===== src/rtl/mtac_pkg.sv =====
// Package for the Mach table aerodynamic coefficient block.
// Types, constants and shared helpers; no dependencies.
package mtac_pkg;
  localparam int NTABLES = 5;
  localparam int ENTRIES_DEF = 32;
  localparam int CFG_IDX_W = 3;
  localparam int CFG_DATA_W = 16;
  localparam logic [CFG_IDX_W-1:0] REG_REF_LEN = 3'd0;
  localparam logic [2:0] TSEL_DAMP = 3'd4;

  typedef enum logic [1:0] {
    ST_OK       = 2'd0,
    ST_MACH     = 2'd1,
    ST_SPEED    = 2'd2,
    ST_BAD_LOAD = 2'd3
  } status_t;

  typedef enum logic [4:0] {
    S_IDLE, S_LOAD, S_TSTART, S_RD_LAST, S_WT_LAST, S_CHK_LAST,
    S_SCAN_RD, S_SCAN_WT, S_SCAN_CHK, S_PREV_RD, S_PREV_WT, S_PREV_CHK,
    S_DIV, S_DIV_WAIT, S_INTERP, S_NEXT_T,
    S_M1, S_M2, S_M3, S_DMP_DIV, S_DMP_WAIT, S_FIN, S_OUT
  } state_t;

  typedef struct packed {
    logic [1:0]  status;
    logic [23:0] drag_base;
    logic [23:0] drag_induced;
    logic [23:0] drag_total;
    logic [23:0] lift_total;
    logic [23:0] moment_static;
    logic [23:0] moment_damping;
    logic [23:0] moment_total;
    logic [23:0] lift_slope;
    logic [23:0] moment_slope;
    logic [23:0] damping_slope;
  } result_t;

  typedef struct packed {
    logic        cmd;
    logic [2:0]  table_sel;
    logic [4:0]  entry_index;
    logic [15:0] entry_mach;
    logic [23:0] entry_value;
    logic [15:0] query_mach;
    logic [19:0] alpha;
    logic [22:0] pitch_rate;
    logic [15:0] speed;
  } item_t;

  // Saturate a wide signed value to Q8.16
  function automatic logic [23:0] sat24(input logic signed [63:0] v);
    logic [23:0] r;
    if (v > 64'sd8388607) r = 24'h7FFFFF;
    else if (v < -64'sd8388608) r = 24'h800000;
    else r = v[23:0];
    return r;
  endfunction

  // Round to nearest, ties away from zero, dropping SH fractional bits
  function automatic logic signed [63:0] rnd_shift(input logic signed [63:0] v,
                                                   input logic [5:0] sh);
    logic [63:0] mag;
    logic [63:0] half;
    logic [63:0] q;
    mag  = v[63] ? (64'd0 - v) : v;
    half = 64'd1 << (sh - 6'd1);
    q    = (mag + half) >> sh;
    return v[63] ? -$signed(q) : $signed(q);
  endfunction
endpackage


===== src/rtl/mtac_div.sv =====
// Shared restoring divider, one quotient bit a cycle, rounded to nearest.
// Depends on mtac_pkg.
module mtac_div import mtac_pkg::*; (
  input  logic               clk,
  input  logic               rst,
  input  logic               start,
  input  logic signed [63:0] num,
  input  logic [47:0]        den,
  output logic               done,
  output logic signed [63:0] quo
);
  logic [63:0] mag, q, rem;
  logic [47:0] d;
  logic        neg, busy;
  logic [6:0]  cnt;
  logic [64:0] trial;

  assign trial = {rem, mag[63]} - {17'd0, d};

  // Restoring division, magnitude form
  always_ff @(posedge clk) begin
    if (rst) begin
      busy <= 1'b0;
      done <= 1'b0;
    end else begin
      done <= 1'b0;
      if (start) begin
        busy <= 1'b1;
        neg  <= num[63];
        mag  <= num[63] ? 64'd0 - num : num;
        d    <= den;
        rem  <= 64'd0;
        q    <= 64'd0;
        cnt  <= 7'd64;
      end else if (busy) begin
        if (cnt == 7'd0) begin
          // round: remainder*2 >= den
          busy <= 1'b0;
          done <= 1'b1;
          quo  <= neg ? -$signed(q + {63'd0, ({rem, 1'b0} >= {17'd0, d})})
                      : $signed(q + {63'd0, ({rem, 1'b0} >= {17'd0, d})});
        end else begin
          mag <= {mag[62:0], 1'b0};
          if (!trial[64]) begin
            rem <= trial[63:0];
            q   <= {q[62:0], 1'b1};
          end else begin
            rem <= {rem[62:0], mag[63]};
            q   <= {q[62:0], 1'b0};
          end
          cnt <= cnt - 7'd1;
        end
      end
    end
  end
endmodule


===== config.mk =====
export PLATFORM = sky130hd
export DESIGN_NAME = mtac_div
export DESIGN_NICKNAME = d
export VERILOG_FILES = /design/src/rtl/mtac_pkg.sv /design/src/rtl/mtac_div.sv
export SDC_FILE = /design/constraint.sdc
export NUM_CORES = 1
export LEC_CHECK = 0
export ABC_AREA = 1
export BUFFER_PORTS_ARGS = -buffer_cell sky130_fd_sc_hd__buf_4
export CAP_MARGIN = 20
export CELL_PAD_IN_SITES_DETAIL_PLACEMENT = 2
export CELL_PAD_IN_SITES_GLOBAL_PLACEMENT = 2
export CORE_UTILIZATION = 38
export DETAILED_ROUTE_END_ITERATION = 6
export GPL_TIMING_DRIVEN = 0
export PLACE_DENSITY_LB_ADDON = 0.1
export RECOVER_POWER = 100
export SYNTH_ARGS = -nofsm -noshare
export SYNTH_HDL_FRONTEND = slang
export SYNTH_SLANG_ARGS = --single-unit

===== constraint.sdc =====
create_clock -name clk -period 33.3 [get_ports clk]
set_clock_uncertainty 0.05 [all_clocks]
set_input_delay 6.66 -clock clk [delete_from_list [all_inputs] [get_ports clk]]
set_output_delay 6.66 -clock clk [all_outputs]
set_load 0.01 [all_outputs]

==> out/metrics.yaml, run 1 <==
postCtsSetupRepairBufs: 0
n_fill_cell: 6848
die_w_um: 245
status: "finished, violations left"
h-tree-depth: 2
avgSynthCellArea_um2: 7.34
die_height_um: 245
setup_viol: 0
crit_chain: "clkbuf_1 -> clkinv_1 -> clkbuf_1 -> clkbuf_1 -> a21oi_1 -> clkbuf_1 -> clkbuf_1 -> clkbuf_1 -> clkbuf_1"
postRouteWirelength_um: 97000
io-pin-count: 180
drive_gt1_share_pct: 6.85
ir_drop_mv: 0.0429
whs_ns: 0.469
leakagePower_nw: 10.6
final_max_slew_viol_count: 227
ys.flop_type: "edfxtp_1"
crit_required_ns: 33.42
grt_pass1_wl_um: 147000
ys_types: 47
violations: "capacitance limit, slew limit"
place_ws_ns: 22.73
detail_route.vias_per_cell: 5.45
hp-start: "mag[46]"
netlist_area_um2: 22400
track_usage_pct: 32.5
critPathKind: "in2reg"
antenna_found_initial: 0
gp_congestion: 0.934
grt_max_degree: 37
syn_inst: 3045
n_antenna_cell: 0
dr.pass1.iters: 5
arrival_ns: 14.83
path_max_fanout: 30
ys_ff_latch: 314
cts_resized: 0
synth_area_leader_cell: "edfxtp_1"
drtIter0Drc: 989
hold_buffers: 0
startpoint_type: "primary input"
hold_violations: 0
grt.overflow.total: 0
placed_area_um2: 24900
hp-class: "reg2reg"
cpPeakStageDelay_ns: 1.49
fin_nets: 3451
numCtsBuffers: 41
tightestPinTransition_ns: 2.15
cpMostUsedCell: "clkbuf_1"
fmax_ghz: 0.0680
worstSkewPairLatency_ns: 0.59
synth-edff-count: 312
clk_pin_slew_ns: 0.06
dpl.cell_count: 4003
syn2layout_area_growth_pct: 15.2
async_reset_ff_share_pct: 0
dpl.hpwl_um: 78500
timing.final.crit_share_pct: 44.2
rows: 88
slew_headroom_pct: -43.1
clock_sinks: 314
cp-end-kind: "flop"
crit_start: "start"
antenna_left: 0
grt_pass1_vias: 25000
pwr_density_cell_nw_per_um2: 47.2
r2r_start: "cnt[0]"
clockRootBuffer: "clkbuf_16"
seq_area_frac_synth_pct: 42.1
design_area_um2: 25700
crit_slowest_cell: "a21oi_1"
synth_fp_nets: 3215
synth.yosys.warnings: 0
numPortBuffers: 178
cts_tree: "done"
wl_per_cell_um: 23.8
fp.coreArea_um2: 57900
synth_top_cell_area_share_pct: 41.9
maxCapViolCount: 8
vias: 22200
die_area_um2: 59800
drc_errors: 0
layout_setup_ws_ns: 18.59
initial_core_util_pct: 38.6
clockBufferDepth: 3
grt_setup_unrepaired: "false"
synthTopCellsByArea: "edfxtp_1 (42%), nand2_1 (13%), nor2_1 (8.6%)"
fin_crit_ns: 14.71
setup_tns_ns: 0
finalNonFillerCells: 4077
## critical path, delay by kind of cell
| kind | cells | cell delay [ns] |
|---|---|---|
| buf+inv | 8 | 6.60 |
| compound gates | 1 | 1.49 |
## metal layers
layer / GRT usage [%] / vias up / part of all wire (%)
met1: 35.9 / 11100 / 39
li1: - / 10400 / -
met3: 3.24 / 212 / 3.0
met4: 16.0 / 0 / 5.0
met2: 61.4 / 462 / 53
met5: 0 / - / 0
## final timing paths
kind,depth (start not counted),endpoint,slack [ns]
hold / removal,2,mag[47],0.47
hold reg to reg,2,mag[47],0.47
setup reg to reg,9,rem[4],25.68
setup / recovery,9,rem[4],18.59
## cell type report
| class | instances | area [um2] | area share (%) |
|---|---|---|---|
| buffer | 58 | 225 | 0.875 |
| clock buffer | 42 | 1030 | 4.00 |
| clock inverter | 32 | 390 | 1.52 |
| inverter | 413 | 1550 | 6.02 |
| multi-input combinational | 2260 | 11100 | 43.0 |
| sequential | 314 | 9410 | 36.5 |
| tap | 765 | 957 | 3.72 |
| timing repair buffer | 193 | 1120 | 4.35 |
## power breakdown
group          total (mW)  internal (mW)  switching (mW)
sequential          0.483          0.467          0.0164
combinational       0.242         0.0724           0.170
clock               0.489          0.295           0.194
## state kept, by name, indices dropped and copies added, names as in the netlist
name	flops
done	1
cnt	7
neg	1
d	48
mag	64
rem	64
busy	1
q	64
quo	64
## cell usage after synthesis (3+ instances only)
master / number
a21boi_0: 5
a21o_1: 9
a21oi_1: 160
a31oi_1: 19
and2_1: 3
and3_1: 3
buf_2: 6
clkbuf_1: 49
clkinv_1: 4
edfxtp_1: 312
ha_1: 54
inv_1: 399
inv_2: 10
nand2_1: 790
nand2_2: 15
nand2_4: 3
nand3_1: 160
nand3b_1: 14
nand4_1: 50
nor2_1: 514
nor2_2: 16
nor2_4: 10
nor2_8: 4
nor3_1: 35
nor4_1: 14
o211ai_1: 3
o21a_1: 4
o21ai_0: 175
o21ai_1: 11
o21ai_2: 6
o21bai_1: 8
o31ai_1: 4
o41ai_1: 3
or2_2: 7
xnor2_1: 53
xor2_1: 95
## logic make-up (layout without fill, tap and decap cells)
logic type / Yosys count / count (layout) / share of synthesized area (%)
fa+ha+maj: 55 / 55 / 3.11
flops: 314 / 314 / 42.1
buf+inv: 471 / 738 / 7.96
simple gates: 1647 / 1647 / 31.1
xor+xnor: 150 / 150 / 5.94
compound gates: 408 / 408 / 9.78
## per-stage QoR
step / power (mW) / util, %
6_report: 1.21 / 44.5
5_1_grt: 1.25 / 44.5
4_1_cts: 1.22 / 45.4
3_5_place_dp: 0.730 / 43.0
3_3_place_gp: 0.717 / 42.6
2_1_floorplan: 0.636 / -
## cell usage in the layout (no fill, tap or decap), drive strengths merged
cell type,n
xor2,97
nand3b,14
a21oi,160
clkinvlp,2
dfxtp,2
or2,9
a31oi,19
fa,1
a21boi,5
bufinv,9
buf,70
nor3,37
and3,3
edfxtp,312
o2111ai,1
nand4,50
nor3b,2
nand3,162
o21bai,8
or4,1
nor4,14
clkbuf,223
clkinv,23
a21o,9
o211ai,3
o31ai,4
o41ai,3
ha,54
nor2,544
and2,3
o21a,4
xnor2,53
nand2,808
inv,411
o21ai,192
(Power assumes the default switching activity.)
==> run 2: changes to the inputs <==
CORE_UTILIZATION = 36   (was 38)
clock period = 14.4 ns   (was 33.3 ns; I/O delays follow)
==> run 2 against run 1 <==
The flow still finishes with violations (capacitance limit, slew limit). Core utilization shrank 2.3 points. Sequential power grew 130%. Final cell count grew 0.49%. Clock-buffer cell count grew 14. Setup slack lost 14 ns. Routed wire length shrank 6.1%. Critical path depth shrank 1. Die area grew 5.5%. Via count shrank 2.1%. Global-route usage shrank 3.6 points. Worst hold slack lost 0.0089 ns.
==> out/metrics.yaml, run 2 (same netlist as run 1, synthesis figures left out) <==
status: "finished, violations left"
violations: "capacitance limit, slew limit"
pwr_density_cell_nw_per_um2: 104  # +120%
final_cell_mix: "nand2_1 (796), nor2_1 (522), inv_1 (401)"
drc_errors: 0  # unchanged
place_ws_ns: 7.72  # -15.00 ns
syn2layout_area_growth_pct: 14.8
dpl.cell_count: 4021  # +0.45%
power_mw: 2.68  # +120%
cp_num_buf_inv: 7  # -1
antenna_found_initial: 0  # unchanged
reg2reg_depth: 24  # +15
die_height_um: 251  # +2.7%
arrival_ns: 9.79  # -5.04 ns
initial_core_util_pct: 36.8  # -1.8 points
grt_pass1_vias: 24400  # -2.7%
tightestPinTransition_ns: 2.03  # -0.121 ns
hold_violations: 0  # unchanged
crit_start: "start"
crit_cells: 8  # -1
hp-class: "reg2reg"
dpl.hpwl_um: 74700  # -4.8%
crit_chain: "clkbuf_1 -> clkinv_1 -> clkbuf_1 -> clkbuf_1 -> a21oi_1 -> clkbuf_1 -> clkbuf_1 -> clkbuf_1"
reg2reg_slack_ns: 7.53  # -18.15 ns
n_fill_cell: 7293  # +6.5%
detail_route.vias_per_cell: 5.31  # -2.5%
postRouteWirelength_um: 91100  # -6.1%
cpMostUsedCell: "clkbuf_1"
crit_required_ns: 14.51  # -18.91 ns
cts_resized: 0  # unchanged
numPortBuffers: 178  # unchanged
grt.overflow.total: 0  # unchanged
setup_tns_ns: 0  # unchanged
grt_max_degree: 36  # -2.7%
grt_setup_unrepaired: "false"
layout_setup_ws_ns: 4.72  # -13.87 ns
seq_area_um2: 9410  # unchanged
track_usage_pct: 28.9  # -3.6 points
io-pin-count: 180  # unchanged
wl_per_cell_um: 22.2  # -6.5%
antenna_left: 0  # unchanged
n_antenna_cell: 0  # unchanged
timing.final.crit_share_pct: 67.2
hold_depth: 2  # unchanged
clockRootBuffer: "clkbuf_16"
crit_family: "buffers and inverters"
rows: 90  # +2.3%
leakagePower_nw: 10.5  # -0.59%
die_area_um2: 63100  # +5.5%
path_max_fanout: 28  # -6.7%
rr_endpoint: "quo[36]"
worstSkewPairLatency_ns: 0.58  # about the same
fmax_ghz: 0.103
cpPeakStageDelay_ns: 1.35  # -0.14 ns
h-tree-depth: 2  # unchanged
critPathKind: "in2reg"
die_w_um: 251  # +2.7%
vias: 21800  # -2.1%
multiInputGateArea_um2: 11100  # about the same
slew_headroom_pct: -35.1  # +8.0 points
final_common_cell: "nand2_1"
ir_drop_mv: 0.0999  # +130%
maxCapViolCount: 8  # unchanged
clk_pin_slew_ns: 0.05  # about the same
setup_viol: 0  # unchanged
drtIter0Drc: 842  # -15%
fin_crit_ns: 9.68
crit_slowest_cell: "clkbuf_1"
startpoint_type: "primary input"
r2r_start: "rem[32]"
grt_pass1_wl_um: 140000  # -5.3%
cp-endpoint: "rem[8]"
postCtsSetupRepairBufs: 0  # unchanged
drive_gt1_share_pct: 6.67  # -0.19 points
hold_buffers: 0  # unchanged
final_max_slew_viol_count: 178  # -22%
fin_nets: 3453  # +0.058%
clock_sinks: 314  # unchanged
cts_tree: "done"
clockBufferDepth: 3  # unchanged
fp.coreArea_um2: 60800  # +5.0%
finalNonFillerCells: 4097  # +0.49%
cp-end-kind: "flop"
postLayoutCoreUtil_pct: 42.2  # -2.3 points
numCtsBuffers: 42  # +2.4%
dr.pass1.iters: 5  # unchanged
gp_congestion: 0.932  # -0.21%
==> run 2: changes by cell type in the layout (fill, tap and decap cells not counted), sizes merged <==
| cell | before | now |
|---|---|---|
| buf | 70 | 65 |
| bufinv | 9 | 2 |
| clkbuf | 223 | 243 |
| clkinv | 23 | 18 |
| clkinvlp | 2 | 3 |
| inv | 411 | 410 |
==> run 2: how the worst min path moves through the flow <==
stage | from | to
global route | busy | busy
floorplan | busy | done
CTS | mag[61] | mag[62]
finish | busy | busy
global placement | busy | busy
detailed placement | mag[61] | mag[62]
==> run 2: routing by layer <==
metal,up-vias,share of wire [%],GRT usage (%)
met1,10800,41,33.3
met4,0,4.6,12.8
met2,357,52,53.9
li1,10400,-,-
met5,-,0,0
met3,158,2.7,2.64
==> run 2: area by class of cell <==
type / instances / area share [%]
repair buffers: 194 / 4.45
multi-input cells: 2260 / 43.1
clock buffers: 56 / 4.46
clock inverters: 20 / 0.609
flip-flops and latches: 314 / 36.7
well taps: 782 / 3.81
plain buffers: 58 / 0.853
inverters: 413 / 6.04
==> run 2: power breakdown <==
group,internal [mW],leakage [nW],switching [mW]
Combinational,0.167,6.92,0.376
Clock,0.593,0.629,0.427
Sequential,1.08,2.99,0.0350
==> run 2: worst register-to-register path: stages, from the launching register on <==
cell and delay (ns):
edfxtp_1 0.48, ha_1 0.48, nand2_1 0.17, nor2_1 0.20
inv_1 0.10, nor2_1 0.10, inv_1 0.09, nor3_1 0.27
nand2_1 0.10, o2111ai_1 0.52, ha_1 0.36, ha_1 0.23
nand2_1 0.09, nor2_1 0.35, nand2_1 0.32, xor2_1 0.37
inv_1 0.12, nor2_1 0.16, nand3_1 0.16, nor3_1 0.85
nand2_1 0.34, o21ai_0 0.47, nand3_1 0.12, nand2_1 0.09
inv_1 0.04
==> run 2: through the flow <==
step | cell area, um2 | hold slack, ns
floorplan | 22400 | 0.388
finish | 25700 | 0.460
detailed placement | 24900 | 0.466
global placement | 24700 | 0.420
global route | 25700 | 0.488
CTS | 26200 | 0.485
==> run 3: changes to the inputs <==
ABC_AREA = 0   (was 1)
CORE_UTILIZATION = 39   (was 36)
clock period = 10 ns   (was 14.4 ns; I/O delays follow)
==> run 3 against run 2 <==
The flow still finishes with violations (capacitance limit, slew limit). Clock-buffer cell count fell by 4. Area after synthesis fell by 9.5%. Design area down 8.5%. Sequential power is 44% higher. Core utilization is 3.6 points higher. Register-to-register slack worse by 6.0 ns. Synthesized cell count fell by 31%. Combinational power increased by 27%. Die area down 16%. Clock power rose by 46%. Setup slack worse by 3.2 ns. Critical path type is now reg2reg. Largest power group unchanged. Highest routed layer unchanged.
==> out/metrics.yaml, run 3 <==
numPortBuffers: 179  # +0.56%
final_cell_mix: "edfxtp_1 (312), nand2_1 (203), clkbuf_1 (195)"
syn2layout_area_growth_pct: 16.1
seq_area_frac_synth_pct: 46.5  # +4.4 points
clockRootBuffer: "clkbuf_16"
grt_pass1_wl_um: 104000  # -25%
grt_setup_unrepaired: "false"
antenna_left: 0  # unchanged
rr_endpoint: "quo[57]"
leakagePower_nw: 8.40  # -20%
power_mw: 3.78  # +41%
drc_errors: 0  # unchanged
fin_crit_ns: 8.49
synth.yosys.warnings: 0  # unchanged
grt_max_degree: 37  # +2.8%
final_common_cell: "edfxtp_1"
wl_per_cell_um: 21.6  # -2.8%
hp-class: "reg2reg"
io-pin-count: 180  # unchanged
track_usage_pct: 24.9  # -4.0 points
top_usage_layer: "met2"
grt.overflow.total: 0  # unchanged
final_max_slew_viol_count: 205  # +15%
ys_ff_latch: 314  # unchanged
synth_fp_nets: 2276  # -29%
initial_core_util_pct: 39.4  # +2.7 points
grtUsageMet1_pct: 31.2  # -2.1 points
dr.pass1.iters: 5  # unchanged
worstSkewPairLatency_ns: 0.57  # about the same
grt_util_met3_pct: 2.55  # -0.086 points
maxCapViolCount: 7  # -1
gp_congestion: 0.875  # -6.2%
drive_gt1_share_pct: 8.72  # +2.0 points
r2r_start: "rem[31]"
violations: "capacitance limit, slew limit"
grt_use_met2_pct: 44.2  # -9.7 points
avgSynthCellArea_um2: 9.60  # +31%
synthTopCellsByArea: "edfxtp_1 (46%), xor2_1 (5.1%), xnor2_1 (4.8%)"
cts_resized: 0  # unchanged
syn_inst: 2106  # -31%
rows: 83  # -7.8%
fin_nets: 2514  # -27%
setup_tns_ns: 0  # unchanged
clock_sinks: 314  # unchanged
n_antenna_cell: 0  # unchanged
post-synth-top-count-cell: "edfxtp_1"
postCtsSetupRepairBufs: 0  # unchanged
slew_headroom_pct: -44.8  # -9.6 points
cts_tree: "done"
startpoint_type: "flop"
crit_start: "rem[31]"
arrival_ns: 8.74  # -1.05 ns
antenna_found_initial: 0  # unchanged
postRouteWirelength_um: 66000  # -28%
synth-edff-count: 312  # unchanged
reg2reg_depth: 21  # -13%
cp-end-kind: "flop"
hold_buffers: 0  # unchanged
reg2reg_slack_ns: 1.51  # -6.02 ns
synth_top_cell_area_share_pct: 46.3  # +4.4 points
tightestPinTransition_ns: 2.16  # +0.137 ns
hold_violations: 0  # unchanged
detail_route.vias_per_cell: 5.66  # +6.6%
vias: 17300  # -20%
cp-endpoint: "quo[57]"
h-tree-depth: 2  # unchanged
path_max_fanout: 10  # -64%
dpl.hpwl_um: 50300  # -33%
netlist_area_um2: 20200  # -9.5%
crit_required_ns: 10.25  # -4.26 ns
status: "finished, violations left"
die_height_um: 230  # -8.6%
numCtsBuffers: 40  # -4.8%
synth_area_leader_cell: "edfxtp_1"
die_area_um2: 52800  # -16%
setup_viol: 0  # unchanged
fp.coreArea_um2: 51300  # -16%
yosys-top-cells-count: "edfxtp_1 (312), nand2_1 (203), a21oi_1 (182)"
timing.final.crit_share_pct: 84.9
clockBufferDepth: 3  # unchanged
critPathKind: "reg2reg"
grt_pass1_vias: 18700  # -23%
n_fill_cell: 5611  # -23%
die_w_um: 230  # -8.6%
pwr_density_cell_nw_per_um2: 161  # +54%
drtIter0Drc: 784  # -6.9%
clk_pin_slew_ns: 0.06  # about the same
ys_types: 78  # +66%
ys.flop_type: "edfxtp_1"
async_reset_ff_share_pct: 0  # unchanged
ir_drop_mv: 0.129  # +29%
fmax_ghz: 0.118
==> run 3: cell count changes after synthesis, sizes merged, moves of 43 or more <==
cell	before	now
o21ai	192	97
nor2	544	173
nand2	808	203
nand3	162	72
nor2b	0	69
o31ai	4	47
xnor2	53	111
inv	409	92
clkbuf	49	93
==> run 3: per-stage QoR <==
step | util, % | setup WS (ns) | cells | instance area (um2) | hold WS [ns]
6_report | 45.8 | 1.51 | 3055 | 23500 | 0.489
5_1_grt | 45.8 | 0.976 | 3055 | 23500 | 0.510
4_1_cts | 46.8 | 2.25 | 3054 | 24000 | 0.494
3_5_place_dp | 44.2 | 2.30 | 2981 | 22700 | 0.451
3_3_place_gp | 43.7 | -2.48 | 2965 | 22400 | 0.430
2_1_floorplan | - | 0.192 | 2106 | 20200 | 0.417
==> run 3: critical path: stages (launching register included) <==
cell	delay (ns)
edfxtp_1	0.41
ha_1	0.30
clkbuf_1	0.35
nand4_1	0.30
nor4_1	0.42
nand2_1	0.11
or3_1	0.43
o311ai_0	0.36
a21o_1	0.24
ha_1	0.23
ha_1	0.16
clkbuf_1	0.35
nand4_1	0.44
o41ai_1	0.56
o31ai_1	0.21
nor4_1	0.70
o211ai_1	0.34
nor4_1	1.03
nand4_1	0.40
clkbuf_1	0.32
o41ai_1	0.38
xnor2_1	0.11
==> run 3: routing by layer <==
| metal | wire (um) | vias up | part of all wire [%] |
|---|---|---|---|
| met5 | 0 | - | 0 |
| met3 | 1780 | 113 | 2.7 |
| li1 | - | 8195 | - |
| met1 | 29200 | 8708 | 44 |
| met4 | 2050 | 0 | 3.1 |
| met2 | 33000 | 279 | 50 |
==> run 3: cell families after synthesis <==
family,count (synthesis),share of synthesized area (%)
flops,314,46.5
compound gates,482,14.9
buf+inv,204,3.88
xor+xnor,229,9.92
mux,14,0.749
fa+ha+maj,55,3.44
simple gates,808,20.6
==> run 3: worst min path at each step <==
stage | start | endpoint | slack, ns | depth (start not counted)
after floorplan | busy | done | 0.42 | 1
after global routing | busy | done | 0.51 | 1
after CTS | busy | done | 0.49 | 1
after detailed placement | busy | done | 0.45 | 1
after global placement | busy | done | 0.43 | 1
final | busy | done | 0.49 | 1
==> run 3: final cells by class <==
class	instances	area [um2]	area share, %
multi-input combinational	1588	9960	42.4
sequential	314	9410	40.1
timing repair buffer	196	1130	4.84
clock buffer	52	1090	4.64
tap	680	851	3.62
buffer	112	435	1.86
inverter	92	345	1.47
clock inverter	21	248	1.06
==> run 3: report_power, final <==
part / leakage, nW / switching, mW / internal (mW)
registers: 2.98 / 0.0463 / 1.55
logic: 4.77 / 0.438 / 0.251
clock network: 0.649 / 0.595 / 0.899
